--- src/fhtlv_pkg.sv ---
`default_nettype none
package fhtlv_pkg;

  localparam int unsigned MAX_HEADER_BYTES_DEF = 1024;

  localparam logic [7:0] MARK_HI = 8'hAA;
  localparam logic [7:0] MARK_LO = 8'h55;
  localparam logic [15:0] END_ID = 16'h0000;

  // Parser phases
  localparam logic [2:0] PH_MARK0 = 3'd0;
  localparam logic [2:0] PH_MARK1 = 3'd1;
  localparam logic [2:0] PH_IDLO  = 3'd2;
  localparam logic [2:0] PH_IDHI  = 3'd3;
  localparam logic [2:0] PH_LEN   = 3'd4;
  localparam logic [2:0] PH_VAL   = 3'd5;
  localparam logic [2:0] PH_END   = 3'd6;

  // Byte roles
  localparam logic [2:0] ROLE_MARK = 3'd0;
  localparam logic [2:0] ROLE_IDLO = 3'd1;
  localparam logic [2:0] ROLE_IDHI = 3'd2;
  localparam logic [2:0] ROLE_LEN  = 3'd3;
  localparam logic [2:0] ROLE_VAL  = 3'd4;
  localparam logic [2:0] ROLE_TERM = 3'd5;
  localparam logic [2:0] ROLE_IGN  = 3'd6;

  // Parse status
  localparam logic [1:0] ST_RUN   = 2'd0;
  localparam logic [1:0] ST_DONE  = 2'd1;
  localparam logic [1:0] ST_BAD   = 2'd2;
  localparam logic [1:0] ST_TRUNC = 2'd3;

  typedef struct packed {
    logic [2:0]  phase;
    logic [15:0] cur_id;
    logic [7:0]  cur_len;
    logic [7:0]  val_pos;
    logic [1:0]  status;
    logic        term_seen;
  } fhtlv_state_t;

  typedef struct packed {
    logic [2:0]  byte_role;
    logic [15:0] item_id;
    logic [7:0]  item_length;
    logic [7:0]  value_index;
    logic [7:0]  value_byte;
    logic        item_done;
    logic [1:0]  parse_status;
  } fhtlv_result_t;

  typedef struct packed {
    logic [7:0] data_byte;
    logic       first_byte;
    logic       last_byte;
  } fhtlv_input_t;

endpackage
`default_nettype wire

--- src/fhtlv_step.sv ---
`default_nettype none
module fhtlv_step
  import fhtlv_pkg::*;
#(
  parameter int unsigned MAX_HEADER_BYTES = MAX_HEADER_BYTES_DEF,
  parameter int unsigned SIZE_W = $clog2(MAX_HEADER_BYTES + 1)
) (
  input  fhtlv_state_t  st_cur,
  input  logic [SIZE_W-1:0] size_cur,
  input  fhtlv_input_t  item,
  output fhtlv_state_t  st_nxt,
  output logic [SIZE_W-1:0] size_nxt,
  output fhtlv_result_t res
);

  localparam logic [SIZE_W-1:0] SIZE_MAX = SIZE_W'(MAX_HEADER_BYTES);

  fhtlv_state_t      st;
  logic [SIZE_W-1:0] size;
  fhtlv_state_t      ns;
  logic [SIZE_W-1:0] nsize;
  logic [2:0]        role;
  logic [7:0]        vindex;
  logic              done;
  logic [15:0]       full_id;
  logic [7:0]        pos_inc;

  always_comb begin
    // A restart clears everything before the byte is taken as a mark byte.
    if (item.first_byte) begin
      st = '0;
      st.phase = PH_MARK0;
      size = '0;
    end else begin
      st = st_cur;
      size = size_cur;
    end

    ns = st;
    nsize = size;
    role = ROLE_IGN;
    vindex = 8'd0;
    done = 1'b0;
    full_id = {item.data_byte, st.cur_id[7:0]};
    pos_inc = st.val_pos + 8'd1;

    if (st.phase < PH_END) begin
      if (size < SIZE_MAX) begin
        nsize = size + SIZE_W'(1);
      end
      unique case (st.phase)
        PH_MARK0: begin
          role = ROLE_MARK;
          if (item.data_byte != MARK_HI) begin
            ns.status = ST_BAD;
            ns.phase = PH_END;
          end else begin
            ns.phase = PH_MARK1;
          end
        end
        PH_MARK1: begin
          role = ROLE_MARK;
          if (item.data_byte != MARK_LO) begin
            ns.status = ST_BAD;
            ns.phase = PH_END;
          end else begin
            ns.phase = PH_IDLO;
          end
        end
        PH_IDLO: begin
          role = ROLE_IDLO;
          ns.cur_id = {8'd0, item.data_byte};
          ns.cur_len = 8'd0;
          ns.val_pos = 8'd0;
          ns.term_seen = 1'b0;
          ns.phase = PH_IDHI;
        end
        PH_IDHI: begin
          ns.cur_id = full_id;
          ns.term_seen = (full_id == END_ID);
          role = (full_id == END_ID) ? ROLE_TERM : ROLE_IDHI;
          ns.phase = PH_LEN;
        end
        PH_LEN: begin
          role = st.term_seen ? ROLE_TERM : ROLE_LEN;
          ns.cur_len = item.data_byte;
          ns.val_pos = 8'd0;
          if (item.data_byte == 8'd0) begin
            done = 1'b1;
          end else begin
            ns.phase = PH_VAL;
          end
        end
        PH_VAL: begin
          role = st.term_seen ? ROLE_TERM : ROLE_VAL;
          vindex = st.val_pos;
          ns.val_pos = pos_inc;
          if (pos_inc == st.cur_len) begin
            done = 1'b1;
          end
        end
        default: begin
          ns.phase = PH_END;
        end
      endcase
      // The terminator completes the header; any other item leads to the next id.
      if (done) begin
        if (st.term_seen) begin
          ns.status = ST_DONE;
          ns.phase = PH_END;
        end else begin
          ns.phase = PH_IDLO;
        end
      end
      if (item.last_byte && ns.status == ST_RUN) begin
        ns.status = ST_TRUNC;
        ns.phase = PH_END;
      end
    end else begin
      ns.phase = PH_END;
    end

    st_nxt = ns;
    size_nxt = nsize;
    res.byte_role = role;
    res.item_id = ns.cur_id;
    res.item_length = ns.cur_len;
    res.value_index = vindex;
    res.value_byte = item.data_byte;
    res.item_done = done;
    res.parse_status = ns.status;
  end

endmodule
`default_nettype wire

--- src/file_header_tlv_parser.sv ---
`default_nettype none
// Byte-serial parser for a type-length-value header opening with the mark AA 55.
// Each accepted byte gives exactly one result transaction, reporting its role,
// the current item id and length, the value index, the status and the running
// consumed size. It takes one byte every cycle while the output is not stalled.
// Each result is presented from the result register: the byte is first held in
// the input register, and the whole parser state is updated as the result
// register loads. A stalled result register also stalls a full input register.
module file_header_tlv_parser
  import fhtlv_pkg::*;
#(
  parameter int unsigned MAX_HEADER_BYTES = MAX_HEADER_BYTES_DEF,
  parameter int unsigned SIZE_W = $clog2(MAX_HEADER_BYTES + 1)
) (
  input  wire logic              clk,
  input  wire logic              rst_n,
  input  wire logic              in_valid,
  output logic                   in_ready,
  input  wire logic [7:0]        in_data_byte,
  input  wire logic              in_first_byte,
  input  wire logic              in_last_byte,
  output logic                   out_valid,
  input  wire logic              out_ready,
  output logic [2:0]             out_byte_role,
  output logic [15:0]            out_item_id,
  output logic [7:0]             out_item_length,
  output logic [7:0]             out_value_index,
  output logic [7:0]             out_value_byte,
  output logic                   out_item_done,
  output logic [1:0]             out_parse_status,
  output logic [SIZE_W-1:0]      out_header_size
);

  logic              in_valid_r;
  fhtlv_input_t      in_item_r;
  fhtlv_state_t      st_r;
  fhtlv_state_t      st_nxt;
  logic [SIZE_W-1:0] size_r;
  logic [SIZE_W-1:0] size_nxt;
  fhtlv_result_t     res_nxt;
  fhtlv_result_t     res_r;
  logic [SIZE_W-1:0] res_size_r;
  logic              out_valid_r;
  logic              advance;

  assign advance  = in_valid_r && (!out_valid_r || out_ready);
  assign in_ready = !in_valid_r || advance;

  fhtlv_step #(
    .MAX_HEADER_BYTES(MAX_HEADER_BYTES),
    .SIZE_W(SIZE_W)
  ) u_step (
    .st_cur(st_r),
    .size_cur(size_r),
    .item(in_item_r),
    .st_nxt(st_nxt),
    .size_nxt(size_nxt),
    .res(res_nxt)
  );

  always_ff @(posedge clk) begin
    if (!rst_n) begin
      in_valid_r <= 1'b0;
      out_valid_r <= 1'b0;
      st_r <= '0;
      size_r <= '0;
    end else begin
      if (in_ready) begin
        in_valid_r <= in_valid;
      end
      if (advance) begin
        st_r <= st_nxt;
        size_r <= size_nxt;
        out_valid_r <= 1'b1;
      end else if (out_ready) begin
        out_valid_r <= 1'b0;
      end
    end
  end

  always_ff @(posedge clk) begin
    if (in_ready && in_valid) begin
      in_item_r.data_byte <= in_data_byte;
      in_item_r.first_byte <= in_first_byte;
      in_item_r.last_byte <= in_last_byte;
    end
    if (advance) begin
      res_r <= res_nxt;
      res_size_r <= size_nxt;
    end
  end

  assign out_valid        = out_valid_r;
  assign out_byte_role    = res_r.byte_role;
  assign out_item_id      = res_r.item_id;
  assign out_item_length  = res_r.item_length;
  assign out_value_index  = res_r.value_index;
  assign out_value_byte   = res_r.value_byte;
  assign out_item_done    = res_r.item_done;
  assign out_parse_status = res_r.parse_status;
  assign out_header_size  = res_size_r;

  // The parse only stops with a final status recorded.
  a_end_has_status: assert property (@(posedge clk) disable iff (!rst_n)
    (st_r.phase == PH_END) |-> (st_r.status != ST_RUN))
    else $error("parser stopped without a final status");

  a_size_limit: assert property (@(posedge clk) disable iff (!rst_n)
    size_r <= SIZE_W'(MAX_HEADER_BYTES))
    else $error("consumed size beyond its limit");

  // Ignored bytes leave the consumed size untouched.
  a_ignored_no_count: assert property (@(posedge clk) disable iff (!rst_n)
    (advance && res_nxt.byte_role == ROLE_IGN) |=> $stable(size_r))
    else $error("ignored byte changed the consumed size");

  a_done_role: assert property (@(posedge clk) disable iff (!rst_n)
    (out_valid_r && res_r.item_done) |->
      (res_r.byte_role == ROLE_LEN || res_r.byte_role == ROLE_VAL ||
       res_r.byte_role == ROLE_TERM))
    else $error("item completed on a byte that is not length or value");

endmodule
`default_nettype wire
--- config.mk ---
export PLATFORM = sky130hd
export DESIGN_NAME = file_header_tlv_parser
export DESIGN_NICKNAME = d
export VERILOG_FILES = /design/src/fhtlv_pkg.sv /design/src/fhtlv_step.sv /design/src/file_header_tlv_parser.sv
export SDC_FILE = /design/constraint.sdc
export NUM_CORES = 1
export LEC_CHECK = 0
export ABC_CLOCK_PERIOD_IN_PS = 4900
export CAP_MARGIN = 20
export CORE_ASPECT_RATIO = 0.6
export CORE_UTILIZATION = 35
export DETAILED_ROUTE_END_ITERATION = 8
export DONT_BUFFER_PORTS = 1
export PLACE_DENSITY = 0.57
export SLEW_MARGIN = 20
export SYNTH_ARGS = -nofsm -noshare
export SYNTH_HDL_FRONTEND = slang
export SYNTH_SLANG_ARGS = --single-unit
export TNS_END_PERCENT = 20
--- constraint.sdc ---
create_clock -name clk -period 4.9 [get_ports clk]
set_clock_uncertainty 0.05 [all_clocks]
set_input_delay 0.98 -clock clk [delete_from_list [all_inputs] [get_ports clk]]
set_output_delay 0.98 -clock clk [all_outputs]
set_load 0.01 [all_outputs]
==> results of run 1 <==
==> metrics by stage <==
step / instances / total power [W]
floorplan: 530 / 0.00123
global placement: 703 / 0.00126
detailed placement: 703 / 0.00127
CTS: 734 / 0.00249
global route: 734 / 0.00255
finish: 734 / 0.00246
==> cell type report <==
cell class	instances	area, um2
sequential	118	3030
multi-input combinational	371	2200
clock inverter	9	101
tap	198	248
clock buffer	22	475
fill	1364	8620
inverter	10	38.8
timing repair buffer	6	45.0
==> routing by layer <==
metal	up-vias	wire [um]	track usage [%]
met2	162	5400	22.9
met1	1921	6310	25.4
li1	1917	-	-
met3	6	1270	6.03
met4	0	62	4.28
met5	-	0	0
==> worst paths after layout <==
check                                             from                            end  slack (ps)  cells past startpoint
worst max register to register  in_item_r[1]$_DFFE_PP_  out_parse_status[1]$_DFFE_PP_        2030                      7
worst min register to register   st_r[27]$_SDFFE_PN0P_          st_r[27]$_SDFFE_PN0P_         410                      2
worst min-delay path             st_r[27]$_SDFFE_PN0P_          st_r[27]$_SDFFE_PN0P_         410                      2
worst max-delay path                         out_ready           st_r[8]$_SDFFE_PN0P_        2030                      7
==> worst max-delay path, cell delays in order <==
cell	delay (ps)
nand2b_1	150
nand2_1	80
buf_4	410
clkinv_2	690
o21ai_1	520
o21ai_0	170
a21boi_0	160
==> registers in the layout, indices dropped and copies added, names as in the netlist <==
signal,count
st_r,38
out_item_id,16
out_header_size,11
size_r,11
in_item_r,10
out_item_length,8
out_value_byte,8
out_value_index,8
out_byte_role,3
out_parse_status,2
in_valid_r,1
out_item_done,1
out_valid,1
==> cell families (layout without fill, tap and decap cells) <==
logic type                 Yosys count  count (layout)  share of synthesized area, %
and+or+nand+nor                    203             203                          18.6
AOI/OAI and AO/OA                  152             152                          19.3
DFF                                118             118                          56.1
buffers and inverters               41              47                          3.17
xor gates and xnor gates            13              13                          2.11
muxes                                2               2                         0.394
adders and majority gates            1               1                         0.231
==> power groups by stage <==
| stage | Sequential (W) | Clock [W] | Combinational, W |
|---|---|---|---|
| finish | 0.00113 | 0.00121 | 0.000115 |
| CTS | 0.00113 | 0.00124 | 0.000116 |
| floorplan | 0.00114 | 0 | 0.0000975 |
| global route | 0.00114 | 0.00129 | 0.000130 |
| global placement | 0.00115 | 0 | 0.000114 |
| detailed placement | 0.00115 | 0 | 0.000115 |
==> cells in the mapped netlist (3+ instances only) <==
cell type	number
o21ai_1	4
inv_1	9
and2_1	13
a21boi_1	3
nand2b_1	12
o21ai_0	32
o21a_1	4
dfxtp_1	51
o211a_1	6
a21o_1	3
a21boi_0	27
nor4_1	8
buf_2	8
a21oi_1	24
nor3_1	5
nor2_1	35
edfxtp_1	67
a211o_1	3
or2_2	7
a22o_1	17
xor2_1	5
nor2b_1	11
buf_1	4
xnor2_1	8
clkbuf_1	18
nand3_1	6
o211ai_1	5
nand2_1	85
a22oi_1	5
nand4_1	4
a31oi_1	3
==> cell usage in the layout (no fill, tap or decap), types with 3 or more instances in the layout <==
cell type / netlist / routed
and2_1: 13 / 13
edfxtp_1: 67 / 67
nor2_1: 35 / 35
buf_4: 0 / 6
nand2_1: 85 / 85
clkbuf_1: 18 / 3
nor3_1: 5 / 5
xnor2_1: 8 / 8
clkbuf_16: 0 / 18
a21boi_0: 27 / 27
nand4_1: 4 / 4
nor2b_1: 11 / 11
a21o_1: 3 / 3
a22oi_1: 5 / 5
o21ai_0: 32 / 32
nand3_1: 6 / 6
o211ai_1: 5 / 5
o21ai_1: 4 / 4
or2_2: 7 / 7
o21a_1: 4 / 4
clkinv_2: 0 / 4
dfxtp_1: 51 / 51
a31oi_1: 3 / 3
a21oi_1: 24 / 24
a21boi_1: 3 / 3
clkinvlp_4: 0 / 3
inv_1: 9 / 8
nand2b_1: 12 / 12
xor2_1: 5 / 5
o211a_1: 6 / 6
a22o_1: 17 / 17
nor4_1: 8 / 8
a211o_1: 3 / 3
==> flow_metrics.tcl, run 1 <==
set metrics [dict create \
    p_leak_nw 2.02 \
    grt_start_max_net_pins 53 \
    start_util_pct 36.6 \
    syn-instance-count 530 \
    yosys_warnings 0 \
    yosys_most_used_dff "edfxtp_1" \
    crit_type "in2reg" \
    combPwrFrac_pct 4.7 \
    syn_area_mm2 0.00540 \
    syn_area_per_cell_um2 10.2 \
    io_buffers 0 \
    num-nets-final 539 \
    pin_count 73 \
    slew_headroom_pct 49.5 \
    synth-seq-cells 118 \
    power_switching_w 0.000548 \
    grt_pass1_vias 3688 \
    setup_viol 0 \
    synth_edf_count 67 \
    drt-total-wl_um 13000 \
    syn_nets 545 \
    clk_pin_slew_worst_paths_ps 50 \
    placementRows 34 \
    clock_latency_ps 400 \
    worstPathRequired_ps 5180 \
    worst_pin_slew_ps 755 \
    synth_cell_types 62 \
    cts_setup_buffers 0 \
    dp_hpwl_um 8320 \
    cts_inserted_buffers 17 \
    crit_path_end_kind "register" \
    h-tree-depth 4 \
    n_antenna_cell 0 \
    seq_area_frac_synth_pct 56.1 \
    hold_viol 0 \
    grt.total_usage_pct 17.0 \
    maxCapViolations 0 \
    vias 4006 \
    synth_area_leader_cell "edfxtp_1" \
    utilization_pct 41.6 \
    drv_slew 0 \
    status "finished clean" \
    cts-root-buf "clkbuf_16" \
    cts_tree "built" \
    finalInstanceArea_mm2 0.00614 \
    p_per_area_mw_per_mm2 401 \
    drc 0 \
    post-place-ws_ps 1590 \
    start_kind "primary input" \
    ctsHoldBuffers 0 \
    critical_path_arrival_ps 3150 \
    post-route-period-util_pct 58.7 \
    switching_share_pct 22.3 \
    cts_buffer_depth 2 \
    peakVddDrop_mv 0.172 \
    rsz0062_at_grt "false" \
    yosys.area.top_type_share_pct 37.2 \
    globalRouteOverflowTotal 0 \
    antenna_left 0 \
    fp.dieH_um 98.3 \
    drt-initial-drc-count 337 \
    synthTopCellsByArea "edfxtp_1, dfxtp_1, nand2_1" \
    gp_congestion 0.814 \
    clkPwrFrac_pct 49.3 \
    die_width_um 162 \
    cts_resized 0 \
    finalSetupTns_ps 0 \
    drive_above_1_share_pct 9.14 \
    drt_pass1_iterations 6 \
    power.internal_w 0.00191 \
    wl_per_cell_um 17.8 \
    antenna_found_initial 0 \
    whs_ps 413 \
    clock-sinks 118 \
    period_needed_ps 2870 \
    fmax_ghz 0.348 \
    worstPathMaxFanout 44 \
    core_region_area_mm2 0.0148 \
    place_area_mm2 0.00556 \
    p_seq_share_pct 46.0 \
    die_area_mm2 0.0160 \
    grt_pass1_wl_um 20700 \
    syn_to_final_growth_pct 13.6 \
    holdCritPathClass "reg2reg" \
    setup_ws_ps 2030 \
    detail_route.vias_per_cell 5.46 \
    synth_async_sr_flop_share_pct 0 \
]
Note: power is estimated with default switching activity, not from simulation.
==> run 2: changes to the inputs <==
ABC_CLOCK_PERIOD_IN_PS = 2600   (was 4900)
PLACE_DENSITY = 0.59   (was 0.57)
clock period = 2.6 ns   (was 4.9 ns; I/O delays follow)
==> flow_metrics.tcl, run 2 (synthesis gave the netlist of run 1 again) <==
set metrics [dict create \
    post-place-ws_ps 296 \
    cp_top_family "simple AND/OR/NAND/NOR gates" \
    clk_pin_slew_worst_paths_ps 60 \
    syn_to_final_growth_pct 17.1 \
    crit_path_end_kind "register" \
    die_width_um 162 \
    ctsHoldBuffers 0 \
    num-nets-final 553 \
    cp_num_buf_inv 0 \
    holdCritPathClass "in2reg" \
    grt_pass1_vias 3873 \
    slew_headroom_pct 51.0 \
    drt-initial-drc-count 506 \
    clock-sinks 118 \
    dp_hpwl_um 9070 \
    worst_pin_slew_ps 735 \
    io_buffers 0 \
    worstPathRequired_ps 2710 \
    finalInstanceArea_mm2 0.00633 \
    p_leak_nw 2.12 \
    p_seq_share_pct 43.0 \
    final_common_cell "nand2_1" \
    antenna_left 0 \
    h-tree-depth 4 \
    clock_latency_ps 410 \
    multi_input_area_mm2 0.00220 \
    switching_share_pct 21.8 \
    cts_resized 0 \
    fmax_ghz 0.423 \
    die_area_mm2 0.0160 \
    rsz0062_at_grt "false" \
    setup_ws_ps 238 \
    antenna_found_initial 1 \
    cts-root-buf "clkbuf_16" \
    worstPathMaxFanout 4 \
    slowest_delay_ps 530 \
    grt_start_max_net_pins 53 \
    utilization_pct 42.9 \
    setup_viol 0 \
    cts_buffer_depth 2 \
    drc 0 \
    largest_reg_flops 38 \
    cts_inserted_buffers 17 \
    start_kind "register" \
    gp_congestion 0.863 \
    period_needed_ps 2360 \
    power_switching_w 0.00108 \
    finalSetupTns_ps 0 \
    grt_pass1_wl_um 21900 \
    total_power_w 0.00494 \
    drt_pass1_iterations 5 \
    post-route-period-util_pct 90.8 \
    regMostFlops "st_r" \
    detail_route.vias_per_cell 5.57 \
    fp.dieH_um 98.3 \
    critical_path_arrival_ps 2470 \
    status "finished clean" \
    final_cell_mix "nand2_1, edfxtp_1, dfxtp_1" \
    maxCapViolations 0 \
    drive_above_1_share_pct 11.4 \
    num-fill-cells 1364 \
    p_per_area_mw_per_mm2 780 \
    drt-total-wl_um 13900 \
    crit_chain "nor4_1 -> and2_1 -> o2bb2ai_1 -> a221oi_1 -> nor2_1 -> a22o_1" \
    vias 4178 \
    core_region_area_mm2 0.0148 \
    hold_viol 0 \
    crit_type "reg2reg" \
    start_util_pct 36.6 \
    wl_per_cell_um 18.5 \
    cts_setup_buffers 0 \
    pin_count 73 \
    placementRows 34 \
    combPwrFrac_pct 5.2 \
    cts_tree "built" \
    slowest_stage "nor4_1" \
    clkPwrFrac_pct 51.8 \
    place_area_mm2 0.00569 \
    regArea_mm2 0.00303 \
    globalRouteOverflowTotal 0 \
    power.internal_w 0.00386 \
    drv_slew 0 \
    grt.total_usage_pct 18.1 \
    peakVddDrop_mv 0.467 \
]
## run 2: cell count changes in the layout (fill, tap and decap cells not counted), sizes merged
cell      before  now
buf            6   20
bufinv         2    5
clkinv         5    4
clkinvlp       3    2
diode          0    1
## run 2: worst reg2reg max path: cells and delay by family, from the launching register on
family / cells / cell delay (ps)
AO/OA/AOI/OAI: 3 / 650
flip-flops: 1 / 500
AND/OR/NAND/NOR: 3 / 910
## run 2: power by group through the flow
stage               clock network (W)  registers [W]  logic, W
CTS                           0.00258        0.00212  0.000255
global placement                    0        0.00216  0.000250
finish                        0.00256        0.00212  0.000259
global route                  0.00267        0.00213  0.000283
floorplan                           0        0.00214  0.000185
detailed placement                  0        0.00216  0.000252
## run 2: worst paths after layout
check	start	end	depth (start not counted)	slack (ps)
setup reg to reg	in_item_r[8]$_DFFE_PP_	out_parse_status[1]$_DFFE_PP_	6	240
setup / recovery	in_item_r[8]$_DFFE_PP_	out_parse_status[1]$_DFFE_PP_	6	240
hold / removal	in_data_byte[1]	in_item_r[3]$_DFFE_PP_	0	150
hold reg to reg	st_r[28]$_SDFFE_PN0P_	st_r[28]$_SDFFE_PN0P_	2	420
## run 2: area by class of cell
type                    instances  share of cell area, %
well taps                     198                   3.91
clock inverters                10                   2.83
inverters                      10                  0.613
multi-input cells             371                   34.7
clock buffers                  22                   7.18
flip-flops and latches        118                   47.9
diodes                          1                 0.0395
repair buffers                 20                   2.77
## run 2: routing by layer
metal / routed length [um] / vias to the layer above / track usage [%]
li1: - / 1949 / -
met1: 6670 / 2022 / 26.4
met2: 5540 / 190 / 23.9
met3: 1510 / 17 / 7.26
met4: 179 / 0 / 5.59
met5: 0 / - / 0
## run 2: through the flow
step / hold slack (ps) / cells
after floorplan: 394 / 530
after global placement: 400 / 717
after detailed placement: 415 / 717
after CTS: 144 / 749
after global routing: 135 / 749
final: 152 / 750
==> run 3: changes to the inputs <==
CORE_MARGIN = 4   (was not set)
==> flow_metrics.tcl, run 3 (synthesis gave the netlist of run 1 again) <==
set metrics [dict create \
    p_per_area_mw_per_mm2 723 \
    io_buffers 0 \
    crit_type "reg2reg" \
    wl_per_cell_um 18.3 \
    clock_latency_ps 420 \
    start_kind "register" \
    drt-total-wl_um 13700 \
    place_area_mm2 0.00568 \
    finalInstanceArea_mm2 0.00623 \
    grt_pass1_wl_um 21700 \
    p_seq_share_pct 47.1 \
    r2r_cells 6 \
    crit_start "in_item_r[1]$_DFFE_PP_" \
    p_leak_nw 2.08 \
    drive_above_1_share_pct 12.5 \
    n_antenna_cell 0 \
    status "finished clean" \
    grt_pass1_vias 3812 \
    ctsHoldBuffers 0 \
    final_common_cell "nand2_1" \
    largest_reg_flops 38 \
    antenna_found_initial 0 \
    cts_buffer_depth 2 \
    holdCritPathClass "in2reg" \
    clock-sinks 118 \
    worstPathMaxFanout 13 \
    crit_path_end_kind "register" \
    cts_tree "built" \
    regMostFlops "st_r" \
    clkPwrFrac_pct 47.2 \
    gp_congestion 0.892 \
    fp.dieH_um 104 \
    combPwrFrac_pct 5.7 \
    placed_cells 718 \
    critical_path_arrival_ps 2470 \
    multi_input_area_mm2 0.00221 \
    setup_viol 0 \
    drt_pass1_iterations 5 \
    finalSetupTns_ps 0 \
    syn_to_final_growth_pct 15.3 \
    vias 4028 \
    grt_start_max_net_pins 53 \
    num-nets-final 554 \
    worstPathRequired_ps 2710 \
    worst_r2r_endpoint "out_parse_status[1]$_DFFE_PP_" \
    cts-root-buf "clkbuf_16" \
    cp-endpoint "out_parse_status[1]$_DFFE_PP_" \
    fmax_ghz 0.424 \
    h-tree-depth 4 \
    maxCapViolations 0 \
    cts_inserted_buffers 17 \
    dp_hpwl_um 9180 \
    drc 0 \
    die_width_um 168 \
    timing.rr.start "in_item_r[1]$_DFFE_PP_" \
    post-route-period-util_pct 90.7 \
    regArea_mm2 0.00303 \
    power.internal_w 0.00338 \
    slew_headroom_pct 55.4 \
    detail_route.vias_per_cell 5.37 \
    finalNonFillerCells 750 \
    pin_count 73 \
    switching_share_pct 24.9 \
    core_region_area_mm2 0.0148 \
    period_needed_ps 2360 \
    final_cell_mix "nand2_1, edfxtp_1, dfxtp_1" \
    power_switching_w 0.00112 \
    die_area_mm2 0.0176 \
    num-fill-cells 1399 \
    start_util_pct 36.5 \
    clk_pin_slew_worst_paths_ps 60 \
    hold_viol 0 \
    drv_slew 0 \
    antenna_left 0 \
    placementRows 34 \
    rsz0062_at_grt "false" \
    peakVddDrop_mv 0.344 \
    globalRouteOverflowTotal 0 \
    grt.total_usage_pct 15.9 \
    drt-initial-drc-count 301 \
    r2r_slack_ps 240 \
    worst_pin_slew_ps 667 \
]
-- run 3: through the flow --
step | hold WS [ps] | total power [W] | utilization (%) | setup WS [ps]
after floorplan | 394 | 0.00232 | - | 16.2
after global placement | 400 | 0.00241 | 38.3 | 334
after detailed placement | 409 | 0.00241 | 38.3 | 208
after CTS | 135 | 0.00454 | 42.0 | 188
after global routing | 126 | 0.00469 | 42.1 | 14.8
final | 146 | 0.00450 | 42.1 | 243
-- run 3: power groups by stage --
stage          registers (W)  logic, W  clock network, W
6_report             0.00212  0.000255           0.00213
2_1_floorplan        0.00214  0.000185                 0
3_5_place_dp         0.00216  0.000249                 0
4_1_cts              0.00212  0.000252           0.00216
3_3_place_gp         0.00216  0.000245                 0
5_1_grt              0.00213  0.000280           0.00228
-- run 3: critical path, stage by stage (launching register included) --
cell	delay (ps)
edfxtp_1	630
inv_2	70
a211o_1	270
a221o_1	360
nor4_4	380
o21ai_1	130
a22o_1	210
-- run 3: repair_timing --
item	CTS	global route
endpoints found under the setup margin	0	1
buffers inserted	0	0
resized for setup	0	1
-- run 3: per-layer routing --
| metal | vias up | track usage [%] | share of wire (%) |
|---|---|---|---|
| li1 | 1943 | - | - |
| met3 | 19 | 6.91 | 9.9 |
| met1 | 1912 | 23.2 | 49 |
| met2 | 154 | 20.2 | 39 |
| met5 | - | 0 | 0 |
| met4 | 0 | 6.08 | 1.5 |
-- run 3: how the worst min path moves through the flow --
stage,endpoint,cells past startpoint,slack (ps),from
final,in_item_r[6]$_DFFE_PP_,0,150,in_data_byte[4]
after global routing,in_item_r[3]$_DFFE_PP_,0,130,in_data_byte[1]
after CTS,in_item_r[3]$_DFFE_PP_,0,140,in_data_byte[1]
after detailed placement,st_r[30]$_SDFFE_PN0P_,2,410,st_r[30]$_SDFFE_PN0P_
after global placement,st_r[28]$_SDFFE_PN0P_,2,400,st_r[28]$_SDFFE_PN0P_
after floorplan,st_r[32]$_SDFFE_PN0P_,2,390,st_r[32]$_SDFFE_PN0P_
-- run 3: final cells by class --
cell class	instances	area share, %
clock buffer	18	7.05
clock inverter	14	1.67
inverter	10	0.623
multi-input combinational	371	35.5
sequential	118	48.7
tap	198	3.98
timing repair buffer	21	2.53
